$ cat src/hw/rtl/simon_pkg.sv
`timescale 1ns / 1ps
`default_nettype none
// ----------------------------------------------------------------------------
// Simon 128/256 package
// Shared constants, the controller-to-datapath command type and the round
// and key schedule helpers.
// ----------------------------------------------------------------------------
package simon_pkg;

    localparam int unsigned WORD_W  = 64;
    localparam int unsigned ROUND_W = 7;
    localparam int unsigned Z_LEN   = 62;
    localparam int unsigned Z_IDX_W = 6;
    localparam int unsigned ADDR_W  = 3;
    localparam int unsigned DATA_W  = 32;

    localparam logic [ROUND_W-1:0] ROUND_COUNT_RESET = 7'd72;

    // register index sits above the byte offset bits
    localparam logic REG_ROUND_COUNT = 1'b0;

    localparam logic [WORD_W-1:0] SIMON_C = 64'hffff_ffff_ffff_fffc;

    // z4 sequence, element 0 leftmost
    localparam logic [0:Z_LEN-1] Z4_SEQ =
        62'b1101000111_1001101011_0110001000_0001011100_0011001010_0100111011_11;

    localparam logic [Z_IDX_W-1:0] Z_IDX_LAST = 6'd61;

    typedef logic [WORD_W-1:0] t_word;

    typedef struct packed {
        logic load;
        logic step;
        logic publish;
    } t_dp_cmd;

    // (rol 1 & rol 8) ^ rol 2
    function automatic t_word simon_f(input t_word x);
        return ({x[62:0], x[63]} & {x[55:0], x[63:56]}) ^ {x[61:0], x[63:62]};
    endfunction

    // next key from k[i], k[i+1], k[i+3] and the z bit of round i
    function automatic t_word simon_key_next(input t_word k0, input t_word k1,
                                             input t_word k3, input logic z);
        t_word t;
        t = {k3[2:0], k3[63:3]} ^ k1;
        return k0 ^ t ^ {t[0], t[63:1]} ^ SIMON_C ^ {{(WORD_W-1){1'b0}}, z};
    endfunction

endpackage
`default_nettype wire

$ cat src/hw/rtl/simon_128_256_encrypt.sv
`timescale 1ns / 1ps
`default_nettype none
// ----------------------------------------------------------------------------
// Simon 128/256 encryption engine
// Encrypts one 128-bit block under a 256-bit key per input beat.
//
// Input channel: i_in_valid / o_in_stall with plaintext words and four key
// words. Output channel: o_out_valid / i_out_stall with ciphertext words.
// A beat moves at a clock edge where valid is high and stall is low.
// The APB port holds round_count at address 0 (7 bits, reset 72).
//
// One round unit runs one round per cycle. A block with N rounds enters
// the output register after its N rounds, and the next block can be taken
// on that same edge, so the core finishes one block before it takes the
// next. The round loop sets how often a block can be taken.
// The output register parts the channels: a stalled receiver holds the
// result, the finished block waits in the core, and further input stalls.
// Reset empties both channels and restores round_count to 72.
// ----------------------------------------------------------------------------
module simon_128_256_encrypt
    import simon_pkg::*;
(
    input  wire logic              i_clk,
    input  wire logic              i_rst_n,
    input  wire logic              psel,
    input  wire logic              penable,
    input  wire logic              pwrite,
    input  wire logic [ADDR_W-1:0] paddr,
    input  wire logic [DATA_W-1:0] pwdata,
    output logic      [DATA_W-1:0] prdata,
    output logic                   pready,
    input  wire logic              i_in_valid,
    output logic                   o_in_stall,
    input  wire t_word             i_plain_x,
    input  wire t_word             i_plain_y,
    input  wire t_word             i_key_word_0,
    input  wire t_word             i_key_word_1,
    input  wire t_word             i_key_word_2,
    input  wire t_word             i_key_word_3,
    output logic                   o_out_valid,
    input  wire logic              i_out_stall,
    output t_word                  o_cipher_x,
    output t_word                  o_cipher_y
);

    logic [ROUND_W-1:0] r_round_count;
    logic               reg_sel;
    t_dp_cmd            cmd;

    assign pready  = 1'b1;
    assign reg_sel = (paddr[ADDR_W-1] == REG_ROUND_COUNT);

    always_ff @(posedge i_clk) begin
        if (!i_rst_n) begin
            r_round_count <= ROUND_COUNT_RESET;
        end else if (psel && penable && pwrite && pready && reg_sel) begin
            r_round_count <= pwdata[ROUND_W-1:0];
        end
    end

    assign prdata = reg_sel ? {{(DATA_W-ROUND_W){1'b0}}, r_round_count} : '0;

    simon_ctrl u_ctrl (
        .i_clk         (i_clk),
        .i_rst_n       (i_rst_n),
        .i_round_count (r_round_count),
        .i_in_valid    (i_in_valid),
        .o_in_stall    (o_in_stall),
        .o_out_valid   (o_out_valid),
        .i_out_stall   (i_out_stall),
        .o_cmd         (cmd)
    );

    simon_dp u_dp (
        .i_clk        (i_clk),
        .i_cmd        (cmd),
        .i_plain_x    (i_plain_x),
        .i_plain_y    (i_plain_y),
        .i_key_word_0 (i_key_word_0),
        .i_key_word_1 (i_key_word_1),
        .i_key_word_2 (i_key_word_2),
        .i_key_word_3 (i_key_word_3),
        .o_cipher_x   (o_cipher_x),
        .o_cipher_y   (o_cipher_y)
    );

endmodule
`default_nettype wire

$ cat src/hw/rtl/simon_ctrl.sv
`timescale 1ns / 1ps
`default_nettype none
// ----------------------------------------------------------------------------
// Simon 128/256 controller
// Sequences load, round steps and result hand-off; owns both handshakes.
// ----------------------------------------------------------------------------
module simon_ctrl
    import simon_pkg::*;
(
    input  wire logic               i_clk,
    input  wire logic               i_rst_n,
    input  wire logic [ROUND_W-1:0] i_round_count,
    input  wire logic               i_in_valid,
    output logic                    o_in_stall,
    output logic                    o_out_valid,
    input  wire logic               i_out_stall,
    output t_dp_cmd                 o_cmd
);

    typedef enum logic [2:0] {
        S_IDLE  = 3'b001,
        S_RUN   = 3'b010,
        S_DRAIN = 3'b100
    } t_state;

    t_state             r_state, n_state;
    logic [ROUND_W-1:0] r_left, n_left;
    logic               r_out_valid, n_out_valid;
    logic               out_free;
    logic               in_acc;
    t_state             load_state;

    assign out_free   = !r_out_valid || !i_out_stall;
    assign o_in_stall = !((r_state == S_IDLE) || ((r_state == S_DRAIN) && out_free));
    assign in_acc     = i_in_valid && !o_in_stall;
    assign load_state = (i_round_count == '0) ? S_DRAIN : S_RUN;

    assign o_cmd.load    = in_acc;
    assign o_cmd.step    = (r_state == S_RUN);
    assign o_cmd.publish = (r_state == S_DRAIN) && out_free;

    assign o_out_valid = r_out_valid;

    always_comb begin
        n_state = r_state;
        n_left  = r_left;
        unique case (r_state)
            S_IDLE: begin
                if (in_acc) begin
                    n_state = load_state;
                end
            end
            S_RUN: begin
                if (r_left == ROUND_W'(1)) begin
                    n_state = S_DRAIN;
                end
            end
            S_DRAIN: begin
                if (out_free) begin
                    n_state = in_acc ? load_state : S_IDLE;
                end
            end
            default: begin
                n_state = S_IDLE;
            end
        endcase
        if (in_acc) begin
            n_left = i_round_count;
        end else if (r_state == S_RUN) begin
            n_left = r_left - ROUND_W'(1);
        end
    end

    always_comb begin
        n_out_valid = r_out_valid;
        if (o_cmd.publish) begin
            n_out_valid = 1'b1;
        end else if (!i_out_stall) begin
            n_out_valid = 1'b0;
        end
    end

    always_ff @(posedge i_clk) begin
        if (!i_rst_n) begin
            r_state     <= S_IDLE;
            r_left      <= '0;
            r_out_valid <= 1'b0;
        end else begin
            r_state     <= n_state;
            r_left      <= n_left;
            r_out_valid <= n_out_valid;
        end
    end

    a_no_accept_in_run: assert property (@(posedge i_clk) disable iff (!i_rst_n)
        (r_state == S_RUN) |-> o_in_stall)
        else $error("input taken while rounds are running");

    a_run_count_nonzero: assert property (@(posedge i_clk) disable iff (!i_rst_n)
        (r_state == S_RUN) |-> (r_left != '0))
        else $error("round counter empty while running");

    a_out_from_drain: assert property (@(posedge i_clk) disable iff (!i_rst_n)
        $rose(r_out_valid) |-> $past(r_state == S_DRAIN))
        else $error("result published outside drain");

    a_drain_waits: assert property (@(posedge i_clk) disable iff (!i_rst_n)
        (r_state == S_DRAIN && r_out_valid && i_out_stall) |=> (r_state == S_DRAIN))
        else $error("drain left while output register busy");

endmodule
`default_nettype wire

$ cat src/hw/rtl/simon_dp.sv
`timescale 1ns / 1ps
`default_nettype none
// ----------------------------------------------------------------------------
// Simon 128/256 datapath
// One shared round unit with an on-the-fly key window and an output register.
// ----------------------------------------------------------------------------
module simon_dp
    import simon_pkg::*;
(
    input  wire logic    i_clk,
    input  wire t_dp_cmd i_cmd,
    input  wire t_word   i_plain_x,
    input  wire t_word   i_plain_y,
    input  wire t_word   i_key_word_0,
    input  wire t_word   i_key_word_1,
    input  wire t_word   i_key_word_2,
    input  wire t_word   i_key_word_3,
    output t_word        o_cipher_x,
    output t_word        o_cipher_y
);

    t_word               r_x, r_y;
    t_word               r_w [4];
    logic [Z_IDX_W-1:0]  r_zi;
    t_word               r_out_x, r_out_y;
    t_word               key_new;

    assign key_new = simon_key_next(r_w[0], r_w[1], r_w[3], Z4_SEQ[r_zi]);

    always_ff @(posedge i_clk) begin
        if (i_cmd.load) begin
            r_x    <= i_plain_x;
            r_y    <= i_plain_y;
            r_w[0] <= i_key_word_0;
            r_w[1] <= i_key_word_1;
            r_w[2] <= i_key_word_2;
            r_w[3] <= i_key_word_3;
            r_zi   <= '0;
        end else if (i_cmd.step) begin
            r_x    <= r_y ^ simon_f(r_x) ^ r_w[0];
            r_y    <= r_x;
            // advance the key window by one round
            r_w[0] <= r_w[1];
            r_w[1] <= r_w[2];
            r_w[2] <= r_w[3];
            r_w[3] <= key_new;
            r_zi   <= (r_zi == Z_IDX_LAST) ? '0 : r_zi + Z_IDX_W'(1);
        end
        if (i_cmd.publish) begin
            r_out_x <= r_x;
            r_out_y <= r_y;
        end
    end

    assign o_cipher_x = r_out_x;
    assign o_cipher_y = r_out_y;

endmodule
`default_nettype wire
$ cat config.mk
export PLATFORM = sky130hd
export DESIGN_NAME = simon_128_256_encrypt
export DESIGN_NICKNAME = d
export VERILOG_FILES = /design/src/hw/rtl/simon_pkg.sv /design/src/hw/rtl/simon_128_256_encrypt.sv /design/src/hw/rtl/simon_ctrl.sv /design/src/hw/rtl/simon_dp.sv
export SDC_FILE = /design/constraint.sdc
export NUM_CORES = 1
export LEC_CHECK = 0
export ABC_AREA = 1
export ABC_CLOCK_PERIOD_IN_PS = 14250
export BUFFER_PORTS_ARGS = -buffer_cell sky130_fd_sc_hd__clkbuf_2
export CORE_MARGIN = 4
export CORE_UTILIZATION = 45
export CTS_CLUSTER_DIAMETER = 200
export DETAILED_ROUTE_END_ITERATION = 6
export PLACE_DENSITY = 0.66
export REMOVE_ABC_BUFFERS = 1
export SLEW_MARGIN = 10
export SYNTH_ARGS = -nofsm -noshare
export SYNTH_HDL_FRONTEND = slang
export SYNTH_SLANG_ARGS = --single-unit
$ cat constraint.sdc
create_clock -name i_clk -period 14.25 [get_ports i_clk]
set_input_delay 0.7125 -clock i_clk [delete_from_list [all_inputs] [get_ports i_clk]]
set_output_delay 0.7125 -clock i_clk [all_outputs]
set_load 0.02 [all_outputs]
### Word-level counts from Yosys, hierarchy flattened

Memory sizes are Yosys's and may differ from the RTL's.
Cells that the tools add are included.

| operators by class | value |
|---|---|
| reduce and logical (&&, ||, !) cells | 13 |
| add/sub/neg operators | 2 |
| order comparisons | 1 |
| muxes and demuxes | 27 |
| equal/unequal tests | 9 |
| bitwise gates (word level) | 15 |

Operators by type and width:

| kind | number |
|---|---|
| 2-to-1 mux 64 bit | 8 |
| bitwise XOR 64 bit | 6 |
| bitwise AND 64 bit | 1 |
| bitwise XOR 64 x 1 -> 64 bit | 1 |
| inverter 62 bit | 1 |
| 2-to-1 mux 7 bit | 3 |
| 2-to-1 mux 3 bit | 5 |
| 2-to-1 mux 1 bit | 9 |
| one-hot mux 3 bit (3 select lines) | 1 |
| inequality test 2 x 1 -> 1 bit, second input constant | 4 |
| equality test 7 x 1 -> 1 bit, second input constant | 1 |
| >= comparator 7 bit, second input constant | 1 |
| zero test 7 bit | 1 |
| inverter 6 -> 7 bit | 1 |
| subtractor 7 x 1 -> 7 bit, second input constant | 1 |
| adder 6 x 1 -> 6 bit, second input constant | 1 |
| equality test 6 bit, second input constant | 1 |
| 2-to-1 mux 6 bit | 1 |
| logical AND 1 bit | 5 |
| OR 1 bit | 4 |
| equality test 3 x 1 -> 1 bit, second input constant | 1 |
| equality test 3 x 2 -> 1 bit, second input constant | 1 |
| equality test 3 bit, second input constant | 1 |
| zero test 1 bit | 3 |
| 4 further kinds | 5 |

| word-level totals | value |
|---|---|
| logic and storage cells | 78 |
| register bits | 280 |
| bits in read-only memories | 64 |
| bits in writable memories | 256 |
| input bits | 426 |
| memories kept | 2 |

Memory list:

| name | words | bits a word | read ports | clocked after memory_dff | wr ports | line | source |
|---|---|---|---|---|---|---|---|
| u_dp.r_w | 4 | 64 | 4 | 0 | 4 | simon_dp.sv:23 | `t_word r_w [4];` |
| (no name shown) | 64 | 1 | 1 | 0 | 0 | simon_dp.sv:28 | `assign key_new = simon_key_next(r_w[0], r_w[1], r_w[3], Z4_SEQ[r_zi]);` |

### Depth between registers and ports, before layout

Gate-level depths: netlist of the first run.

| logic depth | value |
|---|---|
| word-level depth | 8 |
| gate-level depth with buffers | 12 |
| gate-level depth less buffers | 12 |

### Cells and area by module

From an unflattened synthesis of the first run, not the netlist that was laid out.

| second synthesis, totals | value |
|---|---|
| cells, all modules | 2671 |
| area total of the unflattened synthesis | 26192.6 µm² |

Modules (own cells, without submodules):

| module | sequential area each (µm²) | area an instance (µm²) | instances | cells each |
|---|---|---|---|---|
| simon_dp | 15494.9 | 24833.8 | 1 | 2468 |
| simon_ctrl | 220.2 | 730.7 | 1 | 114 |
| simon_128_256_encrypt | 140.1 | 628.1 | 1 | 89 |

### Worst setup path after synthesis of the first run

OpenSTA, ideal clock, no wires.

| timing | value |
|---|---|
| path kind | input port to flip-flop |
| from | input i_out_stall |
| to | memory u_dp.r_w[0][0] (netlist name) (enable) |
| setup time | 2.838 ns |
| arrival time | 7.384 ns |
| setup slack | 4.028 ns |
| stages on the path | 6 |
| cell sequence | nand2_1 -> nand2_1 -> nand2_1 -> nand2_2 -> buf_2 -> nand2_1 |

RTL lines:

| item | line | source |
|---|---|---|
| start, declared | simon_128_256_encrypt.sv:41 | `input wire logic i_out_stall,` |
| end, declared | simon_dp.sv:23 |  |

### Worst setup path in the final report of the first run

| timing | value |
|---|---|
| from | register u_ctrl.r_state[1] |
| to | register u_dp.r_y[30] (enable) |

| between the ends | value |
|---|---|
| word-level cells in the longest chain between the ends | 5 |
| elaborated cells between the ends (all ways) | 7 |

RTL lines:

| item | line | source |
|---|---|---|
| start, declared | simon_ctrl.sv:26 | `t_state r_state, n_state;` |
| start signal, assigned | simon_ctrl.sv:89 | `r_state <= n_state;` |
| equality test 3 bit | simon_ctrl.sv:34 | `assign o_in_stall = !((r_state == S_IDLE) \|\| ((r_state == S_DRAIN) && out_free));` |
| logical AND 1 bit | simon_ctrl.sv:34 |  |
| logical OR 1 bit | simon_ctrl.sv:34 |  |
| logical AND 1 bit | simon_ctrl.sv:35 | `assign in_acc = i_in_valid && !o_in_stall;` |
| nonzero test 2 bit (no line) * | n/a |  |
| end signal, assigned | simon_dp.sv:33 | `r_y <= i_plain_y;` |
| end signal, assigned | simon_dp.sv:41 | `r_y <= r_x;` |
| end, declared | simon_dp.sv:22 | `t_word r_x, r_y;` |

Every way passes the cells marked *; elsewhere a longest branch is shown, timed or not.
A chain may end at the register's enable or synchronous reset.

==> results.json, run 1 <==
{
  "clk_pin_slew_ns": 0.06,
  "post-route-period-util_pct": 29.5,
  "pwr-share-clk_pct": 32.1,
  "post_drt_via_cell_ratio": 5.01,
  "dp_cells": 3669,
  "tritoncts": "built",
  "synth_top_cell_by_area": "edfxtp_1",
  "drt_iter0_drc": 1408,
  "ant_nets": 0,
  "period_minus_slack_ns": 4.20,
  "synth.ff_latch_count": 536,
  "cp.arrival_ns": 4.41,
  "fp.dieArea_um2": 60700,
  "switching_share_pct": 29.3,
  "powerDensity_nw_per_um2": 149,
  "yosysTopAreaCellShare_pct": 60.2,
  "comb_power_share_pct": 19.4,
  "fin_area_um2": 30600,
  "dpl_cell_area_um2": 28800,
  "cts_root_buffer": "clkbuf_16",
  "drc": 0,
  "ctsResizeCount": 0,
  "path_cells": "inv_2 > nand3_2 > inv_2 > nand2_1 > nand2_1 > nand2_8 > nand2_4 > buf_12 > buf_12",
  "grt_pass1_vias": 18639,
  "cp_slowest_stage_delay_ns": 0.73,
  "tightest_slew_ns": 1.12,
  "initial_core_util_pct": 45.4,
  "p_int_uw": 3230,
  "ys_warn_count": 0,
  "num-nets-final": 3404,
  "synth_area_leaders": "edfxtp_1 (60%), nand2_1 (13%), xor2_1 (6.6%)",
  "timing.slew.headroom_pct": 25.6,
  "grt_pass1_wl_um": 106000,
  "slowest_stage": "buf_12",
  "ios": 589,
  "ctsLongestPathBuffers": 3,
  "dpl.hpwl_um": 51600,
  "cts.hold.buffers_added": 0,
  "cap_violations": 0,
  "setup_viol_count_final": 0,
  "worstPathMaxFanout": 182,
  "numClockSinks": 536,
  "track_usage_pct": 22.6,
  "endpoint_kind": "register",
  "hold_path_class": "input port to register",
  "antenna_found_initial": 5,
  "vias": 18926,
  "skew_ns": 0.00984,
  "total_power_uw": 4570,
  "avgSynthCellArea_um2": 10.4,
  "overflow": 0,
  "grt_max_degree": 229,
  "htreeDepth": 2,
  "core_area_um2": 56300,
  "hold_violations": 0,
  "rows": 87,
  "ys_types": 31,
  "firstDrtPassIters": 6,
  "syn_inst": 2461,
  "power_leakage_uw": 0.0136,
  "routed_wl_um": 71300,
  "cts_setup_buffers": 0,
  "status": "finished, final reports clean",
  "worstSetupPathType": "register to register",
  "cts_buffers": 57,
  "routedWlPerCell_um": 18.9,
  "drive_gt1_share_pct": 23.5,
  "ys_seq_area_share_pct": 62.0,
  "fin_cells": 3778,
  "die_h_um": 246,
  "ir_drop_uv": 87.1,
  "p_seq_share_pct": 48.5,
  "rsz0062_at_grt": "no",
  "syn_area_um2": 25600,
  "syn2layout_area_growth_pct": 19.8,
  "max_freq_ghz": 0.238,
  "fill_cells": 5007,
  "place_congestion": 0.880,
  "maxSlewViolCount": 0,
  "cp-start-kind": "register",
  "crit_required_ns": 14.46,
  "p_switching_uw": 1340,
  "regToRegSetupSlack_ns": 10.05,
  "portBuffers": 535,
  "hold_slack_ns": 0.349,
  "insertion_delay_ns": 0.59,
  "die_x_um": 246
}
[path summary, 6_finish.rpt]
kind / start / end / cells after the start
setup / recovery: u_ctrl.r_state[1] / u_dp.r_y[30] / 9
hold / removal: pwdata[6] / r_round_count[6] / 3
setup reg to reg: u_ctrl.r_state[1] / u_dp.r_y[30] / 9
hold reg to reg: u_dp.r_y[8] / u_dp.o_cipher_y[8] / 0
[registers in the layout, summed over array words and instances, names as in the netlist]
| name | count |
|---|---|
| r_round_count | 7 |
| u_ctrl.o_out_valid | 1 |
| u_ctrl.r_left | 7 |
| u_ctrl.r_state | 3 |
| u_dp.o_cipher_x | 64 |
| u_dp.o_cipher_y | 64 |
| u_dp.r_w | 256 |
| u_dp.r_x | 64 |
| u_dp.r_y | 64 |
| u_dp.r_zi | 6 |
[kinds of logic (layout without fill, tap and decap cells)]
kind of cell | count (synthesis) | count (layout) | share of synthesized area (%)
AOI/OAI and AO/OA | 213 | 213 | 4.22
buffers and inverters | 281 | 814 | 4.97
DFF | 536 | 536 | 62.0
xor gates and xnor gates | 322 | 322 | 11.0
and+or+nand+nor | 1101 | 1101 | 17.4
adders and majority gates | 6 | 6 | 0.294
other | 2 | 30 | 0.0294
[synthesized netlist by cell type (all sizes together)]
cell / instances
buf: 96
xor2: 194
conb: 2
dfxtp: 24
a21oi: 11
nor3: 3
clkbuf: 21
clkinv: 1
o211ai: 3
xnor2: 128
a21boi: 1
nand4: 4
inv: 163
or2: 65
a31oi: 1
nor2: 21
and3: 1
ha: 6
nand3: 97
edfxtp: 512
nand3b: 1
o21ai: 197
nand2: 909
[power groups by stage]
stage               logic (uW)  clock network [uW]  registers, uW
floorplan                  672                   0           2210
global placement           861                   0           2240
detailed placement         884                   0           2250
CTS                        894                1500           2210
global route              1000                1560           2230
finish                     888                1470           2220
[through the flow]
step | utilization [%] | setup TNS (ns) | worst slack (ns)
6_report | 54.4 | 0 | 10.05
4_1_cts | 54.4 | 0 | 10.24
3_3_place_gp | 51.1 | 0 | 10.0
3_5_place_dp | 51.1 | 0 | 10.0
2_1_floorplan | - | -4089.82 | -10.62
5_1_grt | 54.4 | 0 | 9.93
[area by class of cell]
type                       count  area (um2)  share of cell area, %
antenna                        4        10.0                 0.0327
clock buffer                  68        1520                   4.96
clock inverter                37         323                   1.05
inverter                     164         619                   2.02
multi-input combinational   1668        8560                   28.0
sequential                   536       15900                   51.8
tap                          756         946                   3.09
timing repair buffer         545        2790                   9.11
[layer usage]
metal	vias to the layer above	global-route usage (%)	share of wire, %
met1	9006	29.9	40
li1	9026	-	-
met3	132	4.40	7.9
met5	-	0	0.056
met4	6	6.82	2.9
met2	756	38.1	49
[placed cells by master, fill, tap and decap left out, types with 7 or more instances in the layout]
| master | n |
|---|---|
| a21oi_1 | 11 |
| buf_4 | 7 |
| clkbuf_16 | 57 |
| clkbuf_2 | 535 |
| clkinv_1 | 11 |
| clkinv_2 | 14 |
| clkinvlp_4 | 7 |
| conb_1 | 26 |
| dfxtp_1 | 24 |
| edfxtp_1 | 512 |
| inv_1 | 158 |
| nand2_1 | 907 |
| nand3_1 | 95 |
| nor2_1 | 20 |
| o21ai_0 | 194 |
| or2_2 | 64 |
| xnor2_1 | 128 |
| xor2_1 | 194 |
[worst max-delay path: cells and delay by family, from the launching register on]
family	cells	cell delay, ns
DFF	1	0.34
buffers and inverters	4	1.48
and+or+nand+nor	5	1.30
Note: power is estimated with default switching activity, not from simulation.
==> inputs of run 2 (changes only) <==
--- a/config.mk
+++ b/config.mk
@@ -5,14 +5,14 @@
 export SDC_FILE = /design/constraint.sdc
 export NUM_CORES = 1
 export LEC_CHECK = 0
-export ABC_AREA = 1
-export ABC_CLOCK_PERIOD_IN_PS = 14250
+export ABC_AREA = 0
+export ABC_CLOCK_PERIOD_IN_PS = 3500
 export BUFFER_PORTS_ARGS = -buffer_cell sky130_fd_sc_hd__clkbuf_2
 export CORE_MARGIN = 4
 export CORE_UTILIZATION = 45
 export CTS_CLUSTER_DIAMETER = 200
 export DETAILED_ROUTE_END_ITERATION = 6
-export PLACE_DENSITY = 0.66
+export PLACE_DENSITY = 0.68
 export REMOVE_ABC_BUFFERS = 1
 export SLEW_MARGIN = 10
 export SYNTH_ARGS = -nofsm -noshare
==> constraint.sdc (replaced) <==
create_clock -name i_clk -period 3.5 [get_ports i_clk]
set_input_delay 0.175 -clock i_clk [delete_from_list [all_inputs] [get_ports i_clk]]
set_output_delay 0.175 -clock i_clk [all_outputs]
set_load 0.02 [all_outputs]
==> run 2 against run 1 <==
Against the previous run:
- clock-buffer cell count is 1 lower
- first-iteration DRC count is 12% higher
- die area is 1.7% lower
- design area is 12% higher
- critical path depth is 3 lower
- via count is 8.2% higher
- synthesized area is 1.7% lower
- synthesized cell count is 8.0% lower
- routed wire length is 13% higher
- combinational power grew to 3.9 times the previous value
- critical path type unchanged
==> results.json, run 2 <==
{
  "yosysTopAreaCellShare_pct": 61.2,
  "worstPathMaxFanout": 122,
  "ys.flop_type": "edfxtp_1",
  "antenna_found_initial": 3,
  "powerDensity_nw_per_um2": 529,
  "syn_area_um2": 25100,
  "timing.slew.headroom_pct": 23.8,
  "period_minus_slack_ns": 2.92,
  "power_leakage_uw": 0.0143,
  "die_x_um": 244,
  "tritoncts": "built",
  "worst_slack_ns": 0.582,
  "cts_root_buffer": "clkbuf_16",
  "ctsLongestPathBuffers": 3,
  "ys_seq_area_share_pct": 63.1,
  "path_cells": "and2b_1 > a21oi_2 > nor2_4 > nor2_1 > inv_8 > buf_12",
  "tightest_slew_ns": 1.14,
  "dpl.hpwl_um": 50600,
  "cp_slowest_stage_delay_ns": 0.45,
  "drive_gt1_share_pct": 20.5,
  "track_usage_pct": 26.2,
  "setup_viol_count_final": 0,
  "regMostFlops": "u_dp.r_w",
  "vias": 20481,
  "fin_setup_tns_ns": 0,
  "place_ws_ns": 0.834,
  "ir_drop_uv": 395,
  "die_h_um": 244,
  "clk_pin_slew_ns": 0.06,
  "status": "finished, final reports clean",
  "num-nets-final": 3633,
  "crit_family": "buffers and inverters",
  "grt_pass1_wl_um": 121000,
  "numClockSinks": 536,
  "ys_warn_count": 0,
  "initial_core_util_pct": 45.5,
  "final_cell_mix": "nand2_1 (905), clkbuf_2 (535), edfxtp_1 (512), dlygate4sd3_1 (399), xnor2_1 (322)",
  "rows": 86,
  "largest_reg_flops": 256,
  "synth_top_cell_by_area": "edfxtp_1",
  "cp.buffers_inverters": 2,
  "ios": 589,
  "worstSetupPathType": "register to register",
  "htreeDepth": 2,
  "slowest_stage": "nor2_1",
  "skew_ns": 0.0267,
  "synth.ff_latch_count": 536,
  "synth_edf_count": 512,
  "syn2layout_area_growth_pct": 37.1,
  "cp.arrival_ns": 3.16,
  "rsz0062_at_grt": "no",
  "endpoint_kind": "register",
  "syn_inst": 2265,
  "post-route-period-util_pct": 83.4,
  "fp.dieArea_um2": 59600,
  "avgSynthCellArea_um2": 11.1,
  "drc": 0,
  "synth_area_leaders": "edfxtp_1 (61%), nand2_1 (14%), xnor2_1 (11%)",
  "place_congestion": 0.873,
  "yosysMostFrequentCell": "nand2_1",
  "ys_types": 47,
  "synthTopCellsByCount": "nand2_1 (906), edfxtp_1 (512), xnor2_1 (322)",
  "max_freq_ghz": 0.343,
  "overflow": 0,
  "fill_cells": 4064,
  "firstDrtPassIters": 5,
  "grt_pass1_vias": 21546,
  "min_from": "i_in_valid",
  "reg2reg_from": "u_ctrl.r_state[0]",
  "hold_path_class": "input port to register",
  "cp-start-kind": "register",
  "core_area_um2": 55200,
  "routedWlPerCell_um": 20.1,
  "async_reset_ff_share_pct": 0,
  "insertion_delay_ns": 0.60,
  "cts_buffers": 55,
  "drt_iter0_drc": 1572,
  "maxSlewViolCount": 0,
  "hold_violations": 0,
  "crit_required_ns": 3.74,
  "ant_nets": 0,
  "post_drt_via_cell_ratio": 5.13,
  "ctsResizeCount": 0,
  "portBuffers": 535,
  "routed_wl_um": 80200,
  "grt_max_degree": 140,
  "worstSetupStartpoint": "u_ctrl.r_state[0]",
  "cap_violations": 0,
  "final_common_cell": "nand2_1"
}
run 2: changes by cell type after synthesis, moves of 63 or more:
cell     previous run  this run
inv_1             158         6
o21ai_0           194        68
or2_2              64         1
nand3_1            96         5
xnor2_1           128       322
xor2_1            194        69
run 2: logic make-up after synthesis:
kind of cell               synth area share (%)
DFF                                        63.1
AOI/OAI and AO/OA                          3.62
and+or+nand+nor                            15.9
muxes                                     0.359
buffers and inverters                      3.02
adders and majority gates                 0.299
xor gates and xnor gates                   13.6
other                                    0.0299
run 2: timing repair:
action,in CTS,in global routing
hold buffers,399,0
buffers inserted,0,0
endpoints found under the hold margin,399,0
endpoints found under the setup margin,0,0
run 2: worst paths after layout:
path | slack (ns) | cells past startpoint | to
setup / recovery | 0.58 | 6 | u_dp.r_w[0][3]
hold / removal | 0.09 | 4 | u_ctrl.r_state[0]
setup reg to reg | 0.58 | 6 | u_dp.r_w[0][3]
hold reg to reg | 0.47 | 0 | u_dp.o_cipher_y[55]
run 2: stage by stage:
stage	instance area (um2)	power [uW]	hold slack, ns	cells	utilization, %
floorplan	24500	10800	0.237	2171	-
global placement	28600	11600	0.398	3493	51.7
detailed placement	28600	11700	0.406	3493	51.7
CTS	34400	18200	0.0510	3989	62.3
global route	34400	19000	0.134	3992	62.4
finish	34400	18200	0.0945	3992	62.4
run 2: final cells by class:
type	instances	area, um2	share of cell area [%]
multi-input cells	1629	8620	25.0
inverters	6	30.0	0.0872
clock buffers	67	1460	4.25
well taps	748	936	2.72
flip-flops and latches	536	15900	46.1
repair buffers	973	7100	20.6
diodes	3	7.51	0.0218
clock inverters	30	405	1.18
run 2: report_power, final:
group / leakage, uW / total [uW] / internal [uW] / switching [uW]
sequential: 0.00502 / 8550 / 7890 / 666
clock: 0.000904 / 6230 / 3690 / 2540
combinational: 0.00840 / 3430 / 1740 / 1690
total: 0.0143 / 18200 / 13300 / 4890
run 2: layer usage:
layer / global-route usage [%] / vias up / share of wire [%]
li1: - / 9339 / -
met1: 32.0 / 9754 / 38
met2: 44.3 / 1108 / 49
met3: 4.68 / 280 / 8.2
met4: 13.8 / 0 / 5.7
met5: 0 / - / 0
run 2: worst min-delay path, stage by stage:
cell and delay, ns:
clkbuf_2 0.10, nand2b_1 0.15, nor3b_1 0.07, o21ai_0 0.14
==> inputs of run 3 (changes only) <==
--- a/config.mk
+++ b/config.mk
@@ -6,13 +6,13 @@
 export NUM_CORES = 1
 export LEC_CHECK = 0
 export ABC_AREA = 0
-export ABC_CLOCK_PERIOD_IN_PS = 3500
+export ABC_CLOCK_PERIOD_IN_PS = 2850
 export BUFFER_PORTS_ARGS = -buffer_cell sky130_fd_sc_hd__clkbuf_2
 export CORE_MARGIN = 4
 export CORE_UTILIZATION = 45
 export CTS_CLUSTER_DIAMETER = 200
 export DETAILED_ROUTE_END_ITERATION = 6
-export PLACE_DENSITY = 0.68
+export PLACE_DENSITY = 0.66
 export REMOVE_ABC_BUFFERS = 1
 export SLEW_MARGIN = 10
 export SYNTH_ARGS = -nofsm -noshare
==> constraint.sdc (replaced) <==
create_clock -name i_clk -period 2.85 [get_ports i_clk]
set_input_delay 0.1425 -clock i_clk [delete_from_list [all_inputs] [get_ports i_clk]]
set_output_delay 0.1425 -clock i_clk [all_outputs]
set_load 0.02 [all_outputs]
==> run 3 against run 2 <==
Against the previous run:
- register-to-register slack got worse by 0.25 ns
- sequential cell count did not move
- non-clock buffer count rose by 1
- via count is 0.68% lower
- design area is 0.42% higher
- utilization increased by 0.26 points
- worst hold slack worse by 0.0052 ns
- sequential power grew 23%
- first-iteration DRC count grew 2.6%
- clock power grew 24%
==> results.json, run 3 (synthesis gave the netlist of run 2 again) <==
{
  "track_usage_pct": 26.0,
  "post_drt_via_cell_ratio": 5.08,
  "worstSetupPathType": "register to register",
  "grt_max_degree": 103,
  "timing.slew.headroom_pct": 24.3,
  "overflow": 0,
  "place_ws_ns": 0.431,
  "die_x_um": 244,
  "place_congestion": 0.888,
  "drt_iter0_drc": 1613,
  "cts_buffers": 57,
  "reg2reg_from": "u_ctrl.r_state[0]",
  "status": "finished, final reports clean",
  "rows": 86,
  "numClockSinks": 536,
  "num-nets-final": 3636,
  "cts.hold.buffers_added": 400,
  "regToRegSetupSlack_ns": 0.33,
  "powerDensity_nw_per_um2": 651,
  "grt_pass1_wl_um": 120000,
  "r2r_end": "u_dp.r_w[1][44]",
  "fp.dieArea_um2": 59600,
  "grt_pass1_vias": 20982,
  "tightest_slew_ns": 1.14,
  "cap_violations": 0,
  "antenna_found_initial": 2,
  "drive_gt1_share_pct": 20.7,
  "dpl.hpwl_um": 51500,
  "path_cells": "and2b_1 > a21oi_2 > nor2_4 > nor2_1 > inv_8 > buf_4",
  "endpoint_kind": "register",
  "initial_core_util_pct": 45.5,
  "insertion_delay_ns": 0.60,
  "clk_pin_slew_ns": 0.06,
  "vias": 20341,
  "worstRegToRegCells": 6,
  "die_h_um": 244,
  "routed_wl_um": 80000,
  "power_leakage_uw": 0.0144,
  "ant_nets": 0,
  "fill_cells": 4189,
  "firstDrtPassIters": 5,
  "period_minus_slack_ns": 2.52,
  "htreeDepth": 2,
  "worstPathMaxFanout": 70,
  "hold_path_class": "input port to register",
  "holdPathStages": 5,
  "core_area_um2": 55200,
  "cp_slowest_stage_delay_ns": 0.45,
  "hold_slack_ns": 0.0893,
  "final_cell_mix": "nand2_1 (905), clkbuf_2 (535), edfxtp_1 (512), dlygate4sd3_1 (400), xnor2_1 (322)",
  "ios": 589,
  "ctsLongestPathBuffers": 3,
  "skew_ns": 0.0169,
  "post-route-period-util_pct": 88.3,
  "multiInputGateArea_um2": 8620,
  "hold_violations": 0,
  "cts_root_buffer": "clkbuf_16",
  "portBuffers": 535,
  "min_to": "u_ctrl.r_state[2]",
  "ir_drop_uv": 468,
  "maxSlewViolCount": 0,
  "routedWlPerCell_um": 20.0,
  "dp_cells": 3493,
  "seq_area_um2": 15900,
  "crit_required_ns": 3.19,
  "slowest_stage": "nor2_1",
  "cp.arrival_ns": 2.85,
  "cts_setup_buffers": 0,
  "cp.buffers_inverters": 2,
  "worst_slack_ns": 0.333,
  "tritoncts": "built",
  "final_common_cell": "nand2_1",
  "rsz0062_at_grt": "no",
  "min_from": "i_in_valid",
  "crit_family": "simple AND/OR/NAND/NOR gates",
  "largest_reg_flops": 256,
  "setup_viol_count_final": 0,
  "regMostFlops": "u_dp.r_w",
  "fin_cells": 4003,
  "syn2layout_area_growth_pct": 37.7,
  "ctsResizeCount": 0,
  "cp-start-kind": "register",
  "max_freq_ghz": 0.397,
  "drc": 0
}
run 3: cell count changes in the layout (fill, tap and decap cells not counted), sizes merged:
| cell | delta |
|---|---|
| inv | +2 |
| bufinv | -1 |
| clkbuf | -2 |
| clkinv | +5 |
| diode | +2 |
| dlygate4sd3 | +1 |
| clkinvlp | +4 |
run 3: through the flow:
step / instance area (um2) / util (%) / TNS, ns / total power (uW)
2_1_floorplan: 24500 / - / -6361.01 / 13200
3_3_place_gp: 28600 / 51.8 / 0 / 14300
3_5_place_dp: 28600 / 51.8 / 0 / 14400
4_1_cts: 34600 / 62.6 / 0 / 22600
5_1_grt: 34600 / 62.6 / 0 / 23400
6_report: 34600 / 62.6 / 0 / 22500
run 3: report_power, final:
group	internal (uW)	leakage (uW)	switching (uW)
clock network	4580	0.000929	3170
logic	2160	0.00843	2080
registers	9680	0.00502	823
total	16400	0.0144	6070
run 3: final cells by class:
class | instances | share of cell area (%)
clock buffers | 65 | 4.34
diodes | 5 | 0.0362
repair buffers | 974 | 20.8
flip-flops and latches | 536 | 45.9
clock inverters | 40 | 1.27
inverters | 6 | 0.0869
multi-input cells | 1629 | 24.9
well taps | 748 | 2.71
run 3: per-layer routing:
| metal | global-route usage, % | wire length [um] |
|---|---|---|
| met1 | 32.1 | 30300 |
| met2 | 44.7 | 39600 |
| met3 | 4.42 | 6350 |
| met4 | 12.0 | 3730 |
| met5 | 0 | 0 |
run 3: tightest hold or removal path, cell delays in order:
cell and delay [ns]:
clkbuf_2 0.12, a22oi_1 0.07, o21ai_0 0.15, a21oi_1 0.06, nor2b_1 0.10
run 3: worst max-delay path by stage:
| stage | slack (ns) | start | endpoint | cells after the start |
|---|---|---|---|---|
| floorplan | -12.03 | u_ctrl.r_state[1] | u_dp.r_w[0][0] | 3 |
| global placement | 0.55 | u_ctrl.r_state[0] | u_dp.r_w[1][41] | 6 |
| detailed placement | 0.43 | u_ctrl.r_state[0] | u_dp.r_w[3][42] | 6 |
| CTS | 0.42 | u_ctrl.r_state[0] | u_dp.r_w[1][37] | 6 |
| global route | 0.27 | u_ctrl.r_state[0] | u_dp.r_w[1][44] | 6 |
| finish | 0.33 | u_ctrl.r_state[0] | u_dp.r_w[1][44] | 6 |
